## config.mk

```make
export PLATFORM = sky130hd
export DESIGN_NAME = sbk_front
export DESIGN_NICKNAME = d
export VERILOG_FILES = /design/src/hdl/sbk_pkg.sv /design/src/hdl/sbk_front.sv
export SDC_FILE = /design/constraint.sdc
export NUM_CORES = 1
export LEC_CHECK = 0
export ABC_AREA = 1
export BUFFER_PORTS_ARGS = -buffer_cell sky130_fd_sc_hd__buf_2
export CORE_UTILIZATION = 50
export CTS_BUF_LIST = sky130_fd_sc_hd__clkbuf_4 sky130_fd_sc_hd__clkbuf_8
export DETAILED_ROUTE_END_ITERATION = 8
export MAX_ROUTING_LAYER = met4
export PLACE_DENSITY = 0.74
export SYNTH_ARGS = -nofsm -noshare
export SYNTH_HDL_FRONTEND = slang
export SYNTH_SLANG_ARGS = --single-unit
```

## constraint.sdc

```tcl
create_clock -name clk -period 5.94 [get_ports clk]
set_input_delay 0.297 -clock clk [delete_from_list [all_inputs] [get_ports clk]]
set_output_delay 0.297 -clock clk [all_outputs]
set_load 0.05 [all_outputs]
```

## src/hdl/sbk_pkg.sv

```systemverilog
// Package for the two-key sort and order hash block.
// Holds the record types, the queue depth, the back-end states and the sort compare.
// No dependencies.
package sbk_pkg;

  localparam int unsigned QueueDepth = 4;

  // One request as it travels from the front queue to the back end.
  typedef struct packed {
    logic [31:0] record_id;
    logic [31:0] damage;
    logic [31:0] tie_key;
    logic        last_record;
  } sbk_rec_t;

  // One stored entry of the sorted table.
  typedef struct packed {
    logic [31:0] record_id;
    logic [31:0] damage;
    logic [31:0] tie_key;
  } sbk_ent_t;

  // Status of the back end, seen by the top level.
  typedef struct packed {
    logic idle;
    logic empty;
    logic full;
  } sbk_status_t;

  typedef enum logic [2:0] {
    ST_IDLE,
    ST_CMP,
    ST_PLACE,
    ST_HASH_RD,
    ST_HASH_ACC,
    ST_EMIT
  } sbk_state_t;

  // True if (d1,k1) sorts strictly before (d2,k2): damage descending, key ascending.
  function automatic logic goes_before(logic [31:0] d1, logic [31:0] k1,
                                       logic [31:0] d2, logic [31:0] k2);
    logic ahead;
    ahead = 1'b0;
    if (d1 != d2) begin
      ahead = ($signed(d1) > $signed(d2));
    end else begin
      ahead = (k1 < k2);
    end
    return ahead;
  endfunction

endpackage

```

## src/hdl/sbk_front.sv

```systemverilog
// Front end of the sort block: accepts requests into a short queue.
// Depends on sbk_pkg for the request type and the queue depth.
module sbk_front
  import sbk_pkg::*;
(
  input  logic     clk,
  input  logic     rst,
  input  logic     in_valid,
  output logic     in_ready,
  input  sbk_rec_t in_rec,
  output logic     q_valid,
  input  logic     q_ready,
  output sbk_rec_t q_rec
);

  localparam int unsigned QAW = $clog2(QueueDepth);
  localparam int unsigned QCW = $clog2(QueueDepth + 1);

  sbk_rec_t        slots [QueueDepth];
  logic [QAW-1:0]  wr_ptr;
  logic [QAW-1:0]  rd_ptr;
  logic [QCW-1:0]  level;
  logic            push;
  logic            pop;

  assign in_ready = (level != QCW'(QueueDepth));
  assign q_valid  = (level != '0);
  assign q_rec    = slots[rd_ptr];
  assign push     = in_valid && in_ready;
  assign pop      = q_valid && q_ready;

  always_ff @(posedge clk) begin
    if (push) begin
      slots[wr_ptr] <= in_rec;
    end
  end

  always_ff @(posedge clk) begin
    if (rst) begin
      wr_ptr <= '0;
      rd_ptr <= '0;
      level  <= '0;
    end else begin
      if (push) begin
        wr_ptr <= wr_ptr + 1'b1;
      end
      if (pop) begin
        rd_ptr <= rd_ptr + 1'b1;
      end
      if (push && !pop) begin
        level <= level + 1'b1;
      end else if (pop && !push) begin
        level <= level - 1'b1;
      end
    end
  end

endmodule

```

==> qor.yml <==
pwr:
  power.clock.fraction: 0.258
  irDropWorstVdd_mv: 0.3542
  sequentialPowerShare: 0.417
  power_switching_mw: 3.257
  fin_total_pwr_mw: 8.480
  power.combinational.fraction: 0.325
  total_power_divided_by_cell_area_mw_per_mm2: 463.9
  power_report.internal_total_mw: 5.223
  power.leakage_nw: 6.513
  sw_frac_of_total: 0.3841
timing:
  timing.final.ws_setup_ps: 2304
  final_max_slew_viol_count: 0
  finalClockSkew_ps: 13.90
  timing_worst_slew_pin_value_ps: 1095
  clock.fmax_ghz: 0.2751
  timing.slew.headroom: 0.2700
  fin_crit_sh: 0.6121
  finalHoldViolations: 0
  setup_viol_count_final: 0
  rsz0062_at_grt: "no"
  layout_min_cycle_time_ps: 3636
  final.hold.worst_slack_ps: 47.13
  fin_tns_setup_ps: 0
clock_tree:
  clk_pin_slew_worst_paths_ps: 60
  post_cts.repair.setup_buffers: 0
  tritoncts_clock_tree: "yes"
  cts_buffers: 61
  clockBufferDepth: 3
  cts_root_buffer: "sky130_fd_sc_hd__clkbuf_8"
  postCtsResizedCells: 0
  insertion_delay_ps: 590
  cts.sink_count: 397
  h_tree_lvls: 2
drt:
  route.antenna.remaining_nets: 0
  routed_wire_length_per_instance_um: 18.42
  postRouteWirelength_um: 32210
  average_via_count_per_standard_cell: 5.427
  first_iter_violations: 793
  detailroute.via_count: 9492
  drcViolationCount: 0
  drt_pass1_iterations: 7
critical_path:
  worst-r2r-setup-slack_ps: 3530
  arrival_ps: 3340
  critPathCapture: "q_rec[82]"
  worstPathBufferInverterCount: 3
  crit_path_cell_trace: "inv_6 > buf_4 > o21ai_1 > o22ai_1 > buf_2"
  timing.critical_path.max_delay_family: "buffers and inverters"
  timing_worst_setup_path_type: "reg2out"
  top_fanout_value_on_the_critical_path: 141
  max_stage_delay_ps: 760
  worst-endpoint-required_ps: 5640
  ff2ff_path_depth: 5
  timing.critical_path.to_type: "output port"
  cpMaxStageDelayCell: "sky130_fd_sc_hd__inv_6"
  worst-path-stages: 5
  critical_path.reg2reg.startpoint: "level[0]"
  worst_r2r_endpoint: "slots[0][55]"
  start_kind: "flop"
cells_and_area:
  regArea_mm2: 0.01184
  utilization: 0.6317
  multi_input_area_mm2: 0.002584
  area_growth_syn_to_layout_pct: 23.33
  post_layout_nonfiller_instances: 1749
  drive_gt1_frac: 0.2390
  design_area_mm2: 0.01828
  num-nets-final: 1426
  fillCellCount: 2087
grt:
  grt_antenna_before_repair: 1
  grt_first_pass_wirelength_um: 50030
  grt_overflow: 0
  grt_start_max_net_pins: 142
  first_global_vias: 9475
  track_usage: 0.2175
floorplan:
  pin_count: 200
  dieWidth_um: 174.2
  die-area_mm2: 0.03033
  coreArea_mm2: 0.02894
  chipHeight_um: 174.2
  effective_utilization_at_floorplan: 0.5122
  site_row_count: 62
synth:
  synth-edff-count: 388
  postSynth.asyncResetShare: 0
  synth.lib_cells_used.distinct: 20
  syn-num-nets: 1112
  yosysMostFrequentCell: "sky130_fd_sc_hd__edfxtp_1"
  yosys.area.top_type_share: 0.7862
  ys_top_cells_by_count: "sky130_fd_sc_hd__edfxtp_1, sky130_fd_sc_hd__nor2_1, sky130_fd_sc_hd__o21ai_0"
  synth_area_leaders: "sky130_fd_sc_hd__edfxtp_1, sky130_fd_sc_hd__nor2_1, sky130_fd_sc_hd__o21ai_0"
  netlist_area_before_placement_mm2: 0.01482
  yosys_warnings: 0
  sequential_to_total_area_share_from_yosys_stat: 0.7983
  synth_instances: 1005
  yosys.area.top_type: "sky130_fd_sc_hd__edfxtp_1"
  postSynth.topFlopCell: "sky130_fd_sc_hd__edfxtp_1"
  postSynthRegisterBits: 397
  avgSynthCellArea_um2: 14.75
placed_design:
  half_perimeter_wire_length_after_detailed_placement_um: 17190
  place.detailed.instances: 1540
  gpl.final_weighted_congestion: 0.7361
  io_buffers: 199
  placedInstanceArea_mm2: 0.01607
  dpl_worst_slack_ps: 2973
outcome:
  outcome: "finished, final reports clean"
hold_path:
  worst_hold_path_type: "in2reg"
flow_run:
  drv.max_cap_violation_count: 0
[layer usage]
| metal | GRT usage | up-vias | routed length, um |
|---|---|---|---|
| met5 | - | - | 0 |
| met4 | 0.05848 | 0 | 463 |
| met3 | 0.03850 | 45 | 2368 |
| met2 | 0.3483 | 399 | 15390 |
| li1 | - | 4432 | - |
| met1 | 0.2888 | 4616 | 13990 |
[what timing repair did]
item	in CTS	in global routing
hold buffers	100	0
setup endpoints to repair	0	0
endpoints found under the hold margin	395	0
[worst reg2reg max path: stages, from the launching register on]
cell	delay, ps
sky130_fd_sc_hd__dfxtp_1	410
sky130_fd_sc_hd__nor2_1	80
sky130_fd_sc_hd__nand2_1	150
sky130_fd_sc_hd__nand2_1	280
sky130_fd_sc_hd__nor2_4	360
sky130_fd_sc_hd__buf_4	720
[flip-flops by register name, summed over array words and instances (netlist names), named ones only]
name and cells:
slots 388, wr_ptr 2, level 3, rd_ptr 2
[worst min path at each step]
stage | startpoint | to | slack [ps] | cells after the start
after floorplan | rst | flop | 370 | 1
after global placement | rd_ptr[1] | flop | 470 | 2
after detailed placement | rd_ptr[1] | flop | 490 | 2
after CTS | q_ready | flop | 0.3 | 3
after global routing | q_ready | flop | 30 | 3
final | q_ready | flop | 50 | 3
[kinds of logic (layout without fill, tap and decap cells)]
| logic type | after synthesis | in the layout | synth area share |
|---|---|---|---|
| DFF | 397 | 397 | 0.7983 |
| AOI/OAI and AO/OA | 295 | 295 | 0.1078 |
| and+or+nand+nor | 228 | 228 | 0.05834 |
| buffers and inverters | 78 | 437 | 0.02938 |
| adders and majority gates | 6 | 6 | 0.005572 |
| xor gates and xnor gates | 1 | 1 | 0.0005911 |
| other | 0 | 1 | 0 |
[area by class of cell]
cell class / count / share of cell area
clock buffers: 100 / 0.06332
flip-flops and latches: 397 / 0.6477
multi-input cells: 530 / 0.1414
repair buffers: 313 / 0.1150
clock inverters: 8 / 0.002533
diodes: 1 / 0.0001369
inverters: 16 / 0.003628
well taps: 384 / 0.02629
[power groups by stage]
| stage | clock, mW | combinational, mW | sequential (mW) |
|---|---|---|---|
| 2_1_floorplan | 0 | 2.11 | 3.56 |
| 3_3_place_gp | 0 | 2.66 | 3.58 |
| 3_5_place_dp | 0 | 2.71 | 3.59 |
| 4_1_cts | 2.23 | 2.77 | 3.53 |
| 5_1_grt | 2.35 | 2.93 | 3.56 |
| 6_report | 2.19 | 2.76 | 3.53 |
[cells in the final DEF (no fill, tap or decap)]
master                          count
sky130_fd_sc_hd__edfxtp_1         388
sky130_fd_sc_hd__nor2_1           204
sky130_fd_sc_hd__buf_2            199
sky130_fd_sc_hd__o21ai_0          132
sky130_fd_sc_hd__dlygate4sd3_1    100
sky130_fd_sc_hd__o22ai_1           97
sky130_fd_sc_hd__clkbuf_8          65
sky130_fd_sc_hd__o21ai_1           63
sky130_fd_sc_hd__clkbuf_4          35
sky130_fd_sc_hd__nand2_1           15
sky130_fd_sc_hd__inv_1             14
sky130_fd_sc_hd__buf_4             14
sky130_fd_sc_hd__dfxtp_1            7
sky130_fd_sc_hd__ha_1               5
sky130_fd_sc_hd__nor2_4             4
sky130_fd_sc_hd__nand3_1            4
sky130_fd_sc_hd__inv_6              3
sky130_fd_sc_hd__clkinv_2           3
sky130_fd_sc_hd__a21oi_1            3
sky130_fd_sc_hd__clkinv_1           3
sky130_fd_sc_hd__dfxtp_4            2
sky130_fd_sc_hd__diode_2            1
sky130_fd_sc_hd__xor2_1             1
sky130_fd_sc_hd__nand3b_1           1
sky130_fd_sc_hd__fa_1               1
sky130_fd_sc_hd__clkinvlp_4         1
Note: power is estimated with default switching activity, not from simulation.
